### config.mk
export PLATFORM = sky130hd
export DESIGN_NAME = bounded_deque
export DESIGN_NICKNAME = d
export VERILOG_FILES = /design/src/hdl/bd_pkg.sv /design/src/hdl/bounded_deque.sv /design/src/hdl/bd_ctrl.sv /design/src/hdl/bd_datapath.sv
export VERILOG_INCLUDE_DIRS = /design/src /design/src/hdl
export SDC_FILE = /design/constraint.sdc
export NUM_CORES = 2
export LEC_CHECK = 0
export BUFFER_PORTS_ARGS = -buffer_cell sky130_fd_sc_hd__buf_2
export CAP_MARGIN = 20
export CORE_MARGIN = 4
export CORE_UTILIZATION = 30
export DETAILED_ROUTE_END_ITERATION = 6
export PLACE_DENSITY = 0.49
export SYNTH_ARGS = -nofsm -noshare
export SYNTH_HDL_FRONTEND = slang
export SYNTH_SLANG_ARGS = --single-unit
### constraint.sdc
create_clock -name clk -period 6.3 [get_ports clk]
set_input_delay 1.26 -clock clk [delete_from_list [all_inputs] [get_ports clk]]
set_output_delay 1.26 -clock clk [all_outputs]
set_load 0.01 [all_outputs]
### src/hdl/bounded_deque_assert.svh
// Assertion macros shared by the deque RTL.
`ifndef BOUNDED_DEQUE_ASSERT_SVH
`define BOUNDED_DEQUE_ASSERT_SVH

`ifndef SYNTHESIS

// Same-cycle implication, checked at every rising edge out of reset.
`define BD_ASSERT_IMP(lbl, clk, rst_n, ante, cons, msg) \
    lbl: assert property (@(posedge clk) disable iff (!rst_n) (ante) |-> (cons)) \
        else $error(msg);

// Next-cycle implication, checked at every rising edge out of reset.
`define BD_ASSERT_NXT(lbl, clk, rst_n, ante, cons, msg) \
    lbl: assert property (@(posedge clk) disable iff (!rst_n) (ante) |=> (cons)) \
        else $error(msg);

`else

`define BD_ASSERT_IMP(lbl, clk, rst_n, ante, cons, msg)
`define BD_ASSERT_NXT(lbl, clk, rst_n, ante, cons, msg)

`endif

`endif

### src/hdl/bd_pkg.sv
// Shared types and codes for the bounded deque.
package bd_pkg;

    localparam int DATA_W   = 32;
    localparam int CMD_W    = 3;
    localparam int STATUS_W = 3;

    // Command codes carried on the input channel.
    localparam logic [CMD_W-1:0] CMD_PUSH_FRONT = 3'd0;
    localparam logic [CMD_W-1:0] CMD_PUSH_REAR  = 3'd1;
    localparam logic [CMD_W-1:0] CMD_POP_FRONT  = 3'd2;
    localparam logic [CMD_W-1:0] CMD_POP_REAR   = 3'd3;
    localparam logic [CMD_W-1:0] CMD_DUMP       = 3'd4;

    // Status codes carried on the output channel.
    localparam logic [STATUS_W-1:0] ST_ELEMENT   = 3'd0;
    localparam logic [STATUS_W-1:0] ST_UNDERFLOW = 3'd1;
    localparam logic [STATUS_W-1:0] ST_OVERFLOW  = 3'd2;
    localparam logic [STATUS_W-1:0] ST_EMPTY     = 3'd3;
    localparam logic [STATUS_W-1:0] ST_HALTED    = 3'd4;

    typedef enum logic [1:0] {
        S_IDLE,
        S_REPORT,
        S_PRIME,
        S_DUMP
    } bd_state_t;

    // Commands from controller to datapath.
    typedef struct packed {
        logic                push_front;
        logic                push_rear;
        logic                pop_front;
        logic                pop_rear;
        logic                set_halt;
        logic                pend_load;
        logic [STATUS_W-1:0] pend_code;
        logic                report_load;
        logic                dump_start;
        logic                prime;
        logic                dump_step;
    } bd_ctl_t;

    // Status from datapath to controller.
    typedef struct packed {
        logic empty;
        logic full;
        logic halted;
        logic out_free;
        logic dump_last;
    } bd_sts_t;

endpackage

### src/hdl/bounded_deque.sv
// Top level of the bounded deque: ring-buffer double-ended queue of 32-bit values.
//
//   channel  | direction | handshake            | payload
//   ---------+-----------+----------------------+---------------------------
//   input    | in        | in_valid / in_stall  | cmd[2:0], value[31:0]
//   output   | out       | out_valid / out_stall| data[31:0], status[2:0], last
//
// Push and pop act as they are accepted and give no item out; an item that
// reports (underflow, overflow, empty, halted) waits in the report state, which
// holds the input until the output is free and then loads the output register.
// A dump holds the input through its accept, the prime state for the first
// memory read, then the dump state, which loads one stored element whenever
// the output is free, read ahead through the single registered read port of slots.
// Reset clears indices, fill count, the halted flag and the state machine;
// slot contents stay undefined until pushed. A stall on the output holds the
// report or the dump walker; the input stays stalled until the final item of
// the run is loaded into the output register.
`include "bounded_deque_assert.svh"

module bounded_deque #(
    parameter int DEPTH = 64
) (
    input  logic               clk,
    input  logic               rst_n,
    input  logic               in_valid,
    output logic               in_stall,
    input  logic [2:0]         cmd,
    input  logic signed [31:0] value,
    output logic               out_valid,
    input  logic               out_stall,
    output logic signed [31:0] data,
    output logic [2:0]         status,
    output logic               last
);
    import bd_pkg::*;

    bd_ctl_t ctl;
    bd_sts_t sts;
    logic    ring_push;
    logic    ring_change;
    logic    out_load;

    // Sequence each item: decode, report, or walk the ring for a dump.
    bd_ctrl u_ctrl (
        .clk      (clk),
        .rst_n    (rst_n),
        .in_valid (in_valid),
        .cmd      (cmd),
        .sts      (sts),
        .ctl      (ctl),
        .in_stall (in_stall)
    );

    // Hold slots, indices and the output register.
    bd_datapath #(
        .DEPTH (DEPTH)
    ) u_datapath (
        .clk       (clk),
        .rst_n     (rst_n),
        .ctl       (ctl),
        .value     (value),
        .out_stall (out_stall),
        .sts       (sts),
        .out_valid (out_valid),
        .data      (data),
        .status    (status),
        .last      (last)
    );

    // Summaries of the commands for the checks below.
    assign ring_push   = ctl.push_front || ctl.push_rear;
    assign ring_change = ring_push || ctl.pop_front || ctl.pop_rear;
    assign out_load    = ctl.dump_step || ctl.report_load;

    // Once halted, never touch the queue again.
    `BD_ASSERT_IMP(a_halt_freeze, clk, rst_n, sts.halted, !ring_change, "queue moved while halted")
    // Never push into a full ring.
    `BD_ASSERT_IMP(a_no_push_full, clk, rst_n, ring_push, !sts.full, "push while full")
    // Never overwrite an output item that is still waiting.
    `BD_ASSERT_IMP(a_out_free, clk, rst_n, out_load, sts.out_free, "output overwritten")
    // An underflow halts the block from the next cycle on.
    `BD_ASSERT_NXT(a_halt_set, clk, rst_n, ctl.set_halt, sts.halted, "halt flag not set")

endmodule

### src/hdl/bd_ctrl.sv
// Control state machine of the bounded deque.
module bd_ctrl (
    input  logic             clk,
    input  logic             rst_n,
    input  logic             in_valid,
    input  logic [2:0]       cmd,
    input  bd_pkg::bd_sts_t  sts,
    output bd_pkg::bd_ctl_t  ctl,
    output logic             in_stall
);
    import bd_pkg::*;

    bd_state_t           state_reg;
    bd_state_t           state_next;
    logic                fire;
    logic                want_report;
    logic [STATUS_W-1:0] report_code;
    logic                want_dump;

    assign fire     = in_valid && (state_reg == S_IDLE);
    assign in_stall = (state_reg != S_IDLE);

    // Classify the item at the input.
    always_comb
    begin
        want_report = 1'b0;
        report_code = ST_HALTED;
        want_dump   = 1'b0;
        if (sts.halted)
        begin
            want_report = 1'b1;
            report_code = ST_HALTED;
        end
        else
        begin
            unique case (cmd) inside
                CMD_PUSH_FRONT, CMD_PUSH_REAR:
                begin
                    want_report = sts.full;
                    report_code = ST_OVERFLOW;
                end
                CMD_POP_FRONT, CMD_POP_REAR:
                begin
                    want_report = sts.empty;
                    report_code = ST_UNDERFLOW;
                end
                CMD_DUMP:
                begin
                    want_report = sts.empty;
                    report_code = ST_EMPTY;
                    want_dump   = !sts.empty;
                end
                default:
                begin
                    want_report = 1'b0;
                end
            endcase
        end
    end

    always_comb
    begin
        state_next = state_reg;
        unique case (state_reg)
            S_IDLE:
            begin
                if (fire && want_report)
                    state_next = S_REPORT;
                else if (fire && want_dump)
                    state_next = S_PRIME;
            end
            S_REPORT:
            begin
                if (sts.out_free)
                    state_next = S_IDLE;
            end
            S_PRIME:
            begin
                state_next = S_DUMP;
            end
            S_DUMP:
            begin
                if (sts.out_free && sts.dump_last)
                    state_next = S_IDLE;
            end
            default:
            begin
                state_next = S_IDLE;
            end
        endcase
    end

    always_comb
    begin
        ctl = '0;
        ctl.pend_code = report_code;
        unique case (state_reg)
            S_IDLE:
            begin
                if (fire && !sts.halted)
                begin
                    ctl.push_front = (cmd == CMD_PUSH_FRONT) && !sts.full;
                    ctl.push_rear  = (cmd == CMD_PUSH_REAR) && !sts.full;
                    ctl.pop_front  = (cmd == CMD_POP_FRONT) && !sts.empty;
                    ctl.pop_rear   = (cmd == CMD_POP_REAR) && !sts.empty;
                    ctl.set_halt   = ((cmd == CMD_POP_FRONT) || (cmd == CMD_POP_REAR))
                                     && sts.empty;
                end
                ctl.pend_load  = fire && want_report;
                ctl.dump_start = fire && want_dump;
            end
            S_REPORT:
            begin
                ctl.report_load = sts.out_free;
            end
            S_PRIME:
            begin
                ctl.prime = 1'b1;
            end
            S_DUMP:
            begin
                ctl.dump_step = sts.out_free;
            end
            default:
            begin
                ctl.prime = 1'b0;
            end
        endcase
    end

    always_ff @(posedge clk or negedge rst_n)
    begin
        if (!rst_n)
            state_reg <= S_IDLE;
        else
            state_reg <= state_next;
    end

endmodule

### src/hdl/bd_datapath.sv
// Ring buffer storage, indices, dump walker and output register.
module bd_datapath #(
    parameter int DEPTH = 64
) (
    input  logic               clk,
    input  logic               rst_n,
    input  bd_pkg::bd_ctl_t    ctl,
    input  logic signed [31:0] value,
    input  logic               out_stall,
    output bd_pkg::bd_sts_t    sts,
    output logic               out_valid,
    output logic signed [31:0] data,
    output logic [2:0]         status,
    output logic               last
);
    import bd_pkg::*;

    localparam int IDX_W = (DEPTH > 1) ? $clog2(DEPTH) : 1;
    localparam int CNT_W = $clog2(DEPTH + 1);
    localparam logic [IDX_W-1:0] LAST_IDX = IDX_W'(DEPTH - 1);
    localparam logic [CNT_W-1:0] FULL_CNT = CNT_W'(DEPTH);
    localparam logic [CNT_W-1:0] ONE_CNT  = CNT_W'(1);

    logic [DATA_W-1:0]   mem [DEPTH];

    logic [IDX_W-1:0]    front_reg;
    logic [IDX_W-1:0]    front_next;
    logic [IDX_W-1:0]    rear_reg;
    logic [IDX_W-1:0]    rear_next;
    logic [CNT_W-1:0]    count_reg;
    logic [CNT_W-1:0]    count_next;
    logic                halted_reg;
    logic [IDX_W-1:0]    ptr_reg;
    logic [IDX_W-1:0]    ptr_next;
    logic [CNT_W-1:0]    remain_reg;
    logic [CNT_W-1:0]    remain_next;
    logic [STATUS_W-1:0] pend_reg;
    logic [DATA_W-1:0]   rd_data_reg;
    logic                out_valid_reg;
    logic                out_valid_next;
    logic [DATA_W-1:0]   data_reg;
    logic [STATUS_W-1:0] status_reg;
    logic                last_reg;

    logic [IDX_W-1:0]    front_prev;
    logic [IDX_W-1:0]    front_inc;
    logic [IDX_W-1:0]    rear_prev;
    logic [IDX_W-1:0]    rear_inc;
    logic [IDX_W-1:0]    ptr_inc;
    logic                wr_en;
    logic [IDX_W-1:0]    wr_addr;
    logic                rd_en;

    assign front_prev = (front_reg == '0) ? LAST_IDX : front_reg - IDX_W'(1);
    assign front_inc  = (front_reg == LAST_IDX) ? '0 : front_reg + IDX_W'(1);
    assign rear_prev  = (rear_reg == '0) ? LAST_IDX : rear_reg - IDX_W'(1);
    assign rear_inc   = (rear_reg == LAST_IDX) ? '0 : rear_reg + IDX_W'(1);
    assign ptr_inc    = (ptr_reg == LAST_IDX) ? '0 : ptr_reg + IDX_W'(1);

    assign sts.empty     = (count_reg == '0);
    assign sts.full      = (count_reg >= FULL_CNT);
    assign sts.halted    = halted_reg;
    assign sts.out_free  = !out_valid_reg || !out_stall;
    assign sts.dump_last = (remain_reg == ONE_CNT);

    assign wr_en   = ctl.push_front || ctl.push_rear;
    assign wr_addr = ctl.push_front ? front_prev : rear_reg;
    // Read ahead one slot so a dump streams one element per cycle while the output is not stalled.
    assign rd_en   = ctl.prime || (ctl.dump_step && !sts.dump_last);

    always_comb
    begin
        front_next = front_reg;
        rear_next  = rear_reg;
        count_next = count_reg;
        if (ctl.push_front)
            front_next = front_prev;
        if (ctl.pop_front)
            front_next = front_inc;
        if (ctl.push_rear)
            rear_next = rear_inc;
        if (ctl.pop_rear)
            rear_next = rear_prev;
        if (wr_en)
            count_next = count_reg + ONE_CNT;
        else if (ctl.pop_front || ctl.pop_rear)
            count_next = count_reg - ONE_CNT;
    end

    always_comb
    begin
        ptr_next    = ptr_reg;
        remain_next = remain_reg;
        if (ctl.dump_start)
        begin
            ptr_next    = front_reg;
            remain_next = count_reg;
        end
        else
        begin
            if (rd_en)
                ptr_next = ptr_inc;
            if (ctl.dump_step)
                remain_next = remain_reg - ONE_CNT;
        end
    end

    always_comb
    begin
        out_valid_next = out_valid_reg;
        if (ctl.report_load || ctl.dump_step)
            out_valid_next = 1'b1;
        else if (!out_stall)
            out_valid_next = 1'b0;
    end

    always_ff @(posedge clk)
    begin
        if (wr_en)
            mem[wr_addr] <= value;
    end

    always_ff @(posedge clk)
    begin
        if (rd_en)
            rd_data_reg <= mem[ptr_reg];
    end

    always_ff @(posedge clk or negedge rst_n)
    begin
        if (!rst_n)
        begin
            front_reg     <= '0;
            rear_reg      <= '0;
            count_reg     <= '0;
            halted_reg    <= 1'b0;
            ptr_reg       <= '0;
            remain_reg    <= '0;
            out_valid_reg <= 1'b0;
        end
        else
        begin
            front_reg     <= front_next;
            rear_reg      <= rear_next;
            count_reg     <= count_next;
            halted_reg    <= halted_reg || ctl.set_halt;
            ptr_reg       <= ptr_next;
            remain_reg    <= remain_next;
            out_valid_reg <= out_valid_next;
        end
    end

    always_ff @(posedge clk)
    begin
        if (ctl.pend_load)
            pend_reg <= ctl.pend_code;
        if (ctl.report_load)
        begin
            data_reg   <= '0;
            status_reg <= pend_reg;
            last_reg   <= 1'b1;
        end
        else if (ctl.dump_step)
        begin
            data_reg   <= rd_data_reg;
            status_reg <= ST_ELEMENT;
            last_reg   <= sts.dump_last;
        end
    end

    assign out_valid = out_valid_reg;
    assign data      = signed'(data_reg);
    assign status    = status_reg;
    assign last      = last_reg;

endmodule

==> results.toml <==
[clock_network]
cts_sinks = 2155
tritoncts = "yes"
ctsRootBufferMaster = "clkbuf_16"
clock_insertion_delay_worst_skew_ns = 0.91
cts_made_buffers = 231
ctsHoldBuffers = 0
cts_post_setup_buffers_inserted = 0
cts.htree.levels = 4
clock_edge_transition_at_the_registers_on_the_reported_setup_and_hold_paths_ns = 0.06
post_cts_resized = 0
cts-root-to-sink-buffers = 4

[global_routing]
overflow = 0
largest_net_degree_at_the_start_of_global_routing = 117
grt_usage = 0.1610
grt_antenna_before_repair = 23
number_of_global_route_vias_before_repair = 39170
grt_pass1_wl_um = 323100

[drt]
totalWireLength_um = 234000
routed-via-count = 39120
drcViolationCount = 0
ant_nets = 0
detail_route.iter0.violations = 4425
avgRoutedWirePerCell_um = 29.95
via_per_inst = 5.006
drt_pass1_iterations = 5

[critical_path]
reg2reg_slack_ns = 2.31
timing.critical_path.cells = "buf_2 > or4b_1 > nor2_1 > inv_1 > a21oi_2 > or3b_1 > buf_4 > nor3_4 > buf_4"
critical_path.slowest_cell = "or4b_1"
critical_path_required_ns = 6.77
setup.worst_path.start = "in_valid"
path_common_cell = "buf_4"
timing.critical_path.fanout_max = 32
cpPeakStageDelay_ns = 0.63
timing.setup.critical_path_class = "primary input to flop"
startpoint_class = "primary input"
critical-path-top-delay-family = "simple AND/OR/NAND/NOR gates"
critical_path_buf_inv_count = 4
crit_path_end_kind = "flop"
worstReg2RegStart = "u_ctrl.state_reg[0]"
cp.arrival_ns = 4.50

[sta]
slew_headroom = 0.1083
period_share = 0.6397
final.setup_skew_ns = 0.1096
grt_setup_unrepaired = "no"
period_minus_slack_ns = 4.030
maximum_clock_frequency_mhz = 248.1
measured_slew_at_the_worst_slew_check_pin_ns = 1.321
setup_total_negative_slack_ns = 0
timing.final.max_slew_violations = 0
final.setup.worst_slack_ns = 2.270
setup_viol_count_final = 0
final_hold_viol_count = 0

[finish]
largest_reg_flops = 2048
share_of_post_route_cells_with_drive_strength_above_1 = 0.2995
syn2layout_area_growth_pct = 16.23
layoutNonFillerInstCount = 7815
fill_cells = 25390
final_nets = 3977

[run]
cap_viol_max_count = 0

[logic_synthesis]
synth.ff_latch_count = 2155
ys.warnings.count = 0
cell_area_after_technology_mapping_um2 = 82910
avgSynthCellArea_um2 = 22.57
asyncSetResetFlopFracSynth = 0.01671
netlist-cell-type-count = 73
synthesis.nets = 3727
seq_area_frac_synth = 0.7744
synth_edf_count = 2086
ys.flop_type = "edfxtp_1"
syn-instance-count = 3673

[power_and_ir_drop]
power_per_cell_area_nw_per_um2 = 439.4
p_leak_nw = 29.68
power.ir.vdd_worst_uv = 338.3

[placement]
dpl.cell_count = 7376
dp_hpwl_um = 141300
placer_s_final_routability_congestion_estimate = 0.9221
io_buffer_count = 76
dp_worst_setup_slack_ns = 1.506

[floorplanning]
floorplan.die.height_um = 533.7
fp.dieArea_um2 = 284800
die_span_x_um = 533.7
io-pin-count = 77
start_util = 0.3022
core_area_um2 = 274300
placement_rows = 192

[hold_path]
min-delay-start = "u_datapath.data[4]"
timing.hold.worst.class = "flop to flop"

[run_status]
outcome = "complete, no violations"
==> cell usage after synthesis (10+ instances only) <==
cell type	n	area, µm²
o21ai_0	53	265.3
dfxtp_1	33	660.6
clkbuf_1	108	405.4
nand2_1	127	476.7
mux2i_1	37	370.4
mux2_2	19	214.0
mux4_2	595	13400
buf_2	63	315.3
edfxtp_1	2086	62640
nor2b_1	10	62.56
nor3_1	34	170.2
ha_1	14	175.2
dfrtp_1	36	900.9
inv_1	23	86.33
o221ai_1	18	157.7
nor2_1	64	240.2
o22ai_1	38	237.7
a22oi_1	19	142.6
o211ai_1	11	82.58
a21oi_1	61	305.3
buf_1	14	52.55
nand3_1	54	270.3
xnor2_1	11	96.34
==> path summary, 6_finish.rpt <==
| kind | to | depth (start not counted) |
|---|---|---|
| setup / recovery | u_datapath.mem[20][13] | 9 |
| setup reg to reg | u_datapath.mem[20][13] | 8 |
| hold / removal | u_datapath.data[4] | 2 |
| min in group asynchronous | u_datapath.ptr_reg[4] | 1 |
| max in group asynchronous | u_datapath.ptr_reg[0] | 1 |
| hold reg to reg | u_datapath.data[4] | 2 |
==> worst min-delay path, delay by kind of cell (launching register included) <==
family | cells | cell delay (ns)
DFF | 1 | 0.30
and+or+nand+nor | 2 | 0.09
==> cells by family after synthesis <==
group                    after synthesis  synth area share
buffers and inverters                219           0.01132
XOR/XNOR                              13          0.001373
flip-flops                          2155            0.7744
AO/OA/AOI/OAI                        263           0.02090
AND/OR/NAND/NOR                      357           0.02102
multiplexers                         651            0.1687
adder cells (fa/ha/maj)               15          0.002354
==> layer usage <==
metal,GRT usage,share of wire
met1,0.2210,0.42
met2,0.2552,0.47
met3,0.04231,0.080
met4,0.04070,0.026
met5,0,0.00012
==> placed cells by master (no fill, tap or decap), types with 6 or more instances in the layout <==
cell type / count
nand3b_1: 7
nor2b_1: 10
nor2_4: 32
edfxtp_1: 2086
inv_1: 19
buf_2: 55
nor3_1: 10
buf_12: 21
mux2_2: 19
nor2_1: 31
mux4_2: 595
nor3_4: 9
o211ai_1: 11
a31oi_1: 6
o22ai_1: 36
mux2i_1: 37
diode_2: 22
nor3_2: 24
nand3_1: 54
clkbuf_1: 32
clkbuf_16: 232
a211oi_1: 6
a21oi_1: 61
o21ai_0: 53
nand2_1: 126
or3_1: 6
clkinv_1: 70
xnor2_1: 11
clkinv_2: 40
a22oi_1: 19
o221ai_1: 18
ha_1: 14
dfxtp_1: 33
and3_1: 8
bufinv_16: 29
dfrtp_1: 32
buf_4: 135
==> area by class of cell <==
type	count	area (µm²)	share of cell area
clock buffer	264	5926	0.06149
antenna	22	55.05	0.0005713
clock inverter	153	1544	0.01602
inverter	25	101.3	0.001052
sequential	2155	64210	0.6664
tap	3686	4612	0.04786
timing repair buffer	211	1709	0.01774
multi-input combinational	1299	18210	0.1889
==> report_power, final <==
part	leakage [nW]	switching, W	internal, W
logic	6.58	0.00738	0.00479
registers	19.5	0.000557	0.0162
clock network	3.65	0.00554	0.00790
==> metrics by stage <==
step / power [W] / cell area, µm² / hold slack, ns / util
2_1_floorplan: 0.02398 / 82910 / 0.4362 / -
3_3_place_gp: 0.02929 / 88840 / 0.4238 / 0.3238
3_5_place_dp: 0.02929 / 88840 / 0.4285 / 0.3238
4_1_cts: 0.04278 / 96310 / 0.4371 / 0.3511
5_1_grt: 0.04389 / 96310 / 0.4622 / 0.3511
6_report: 0.04234 / 96370 / 0.4311 / 0.3513
(Power assumes the default switching activity.)
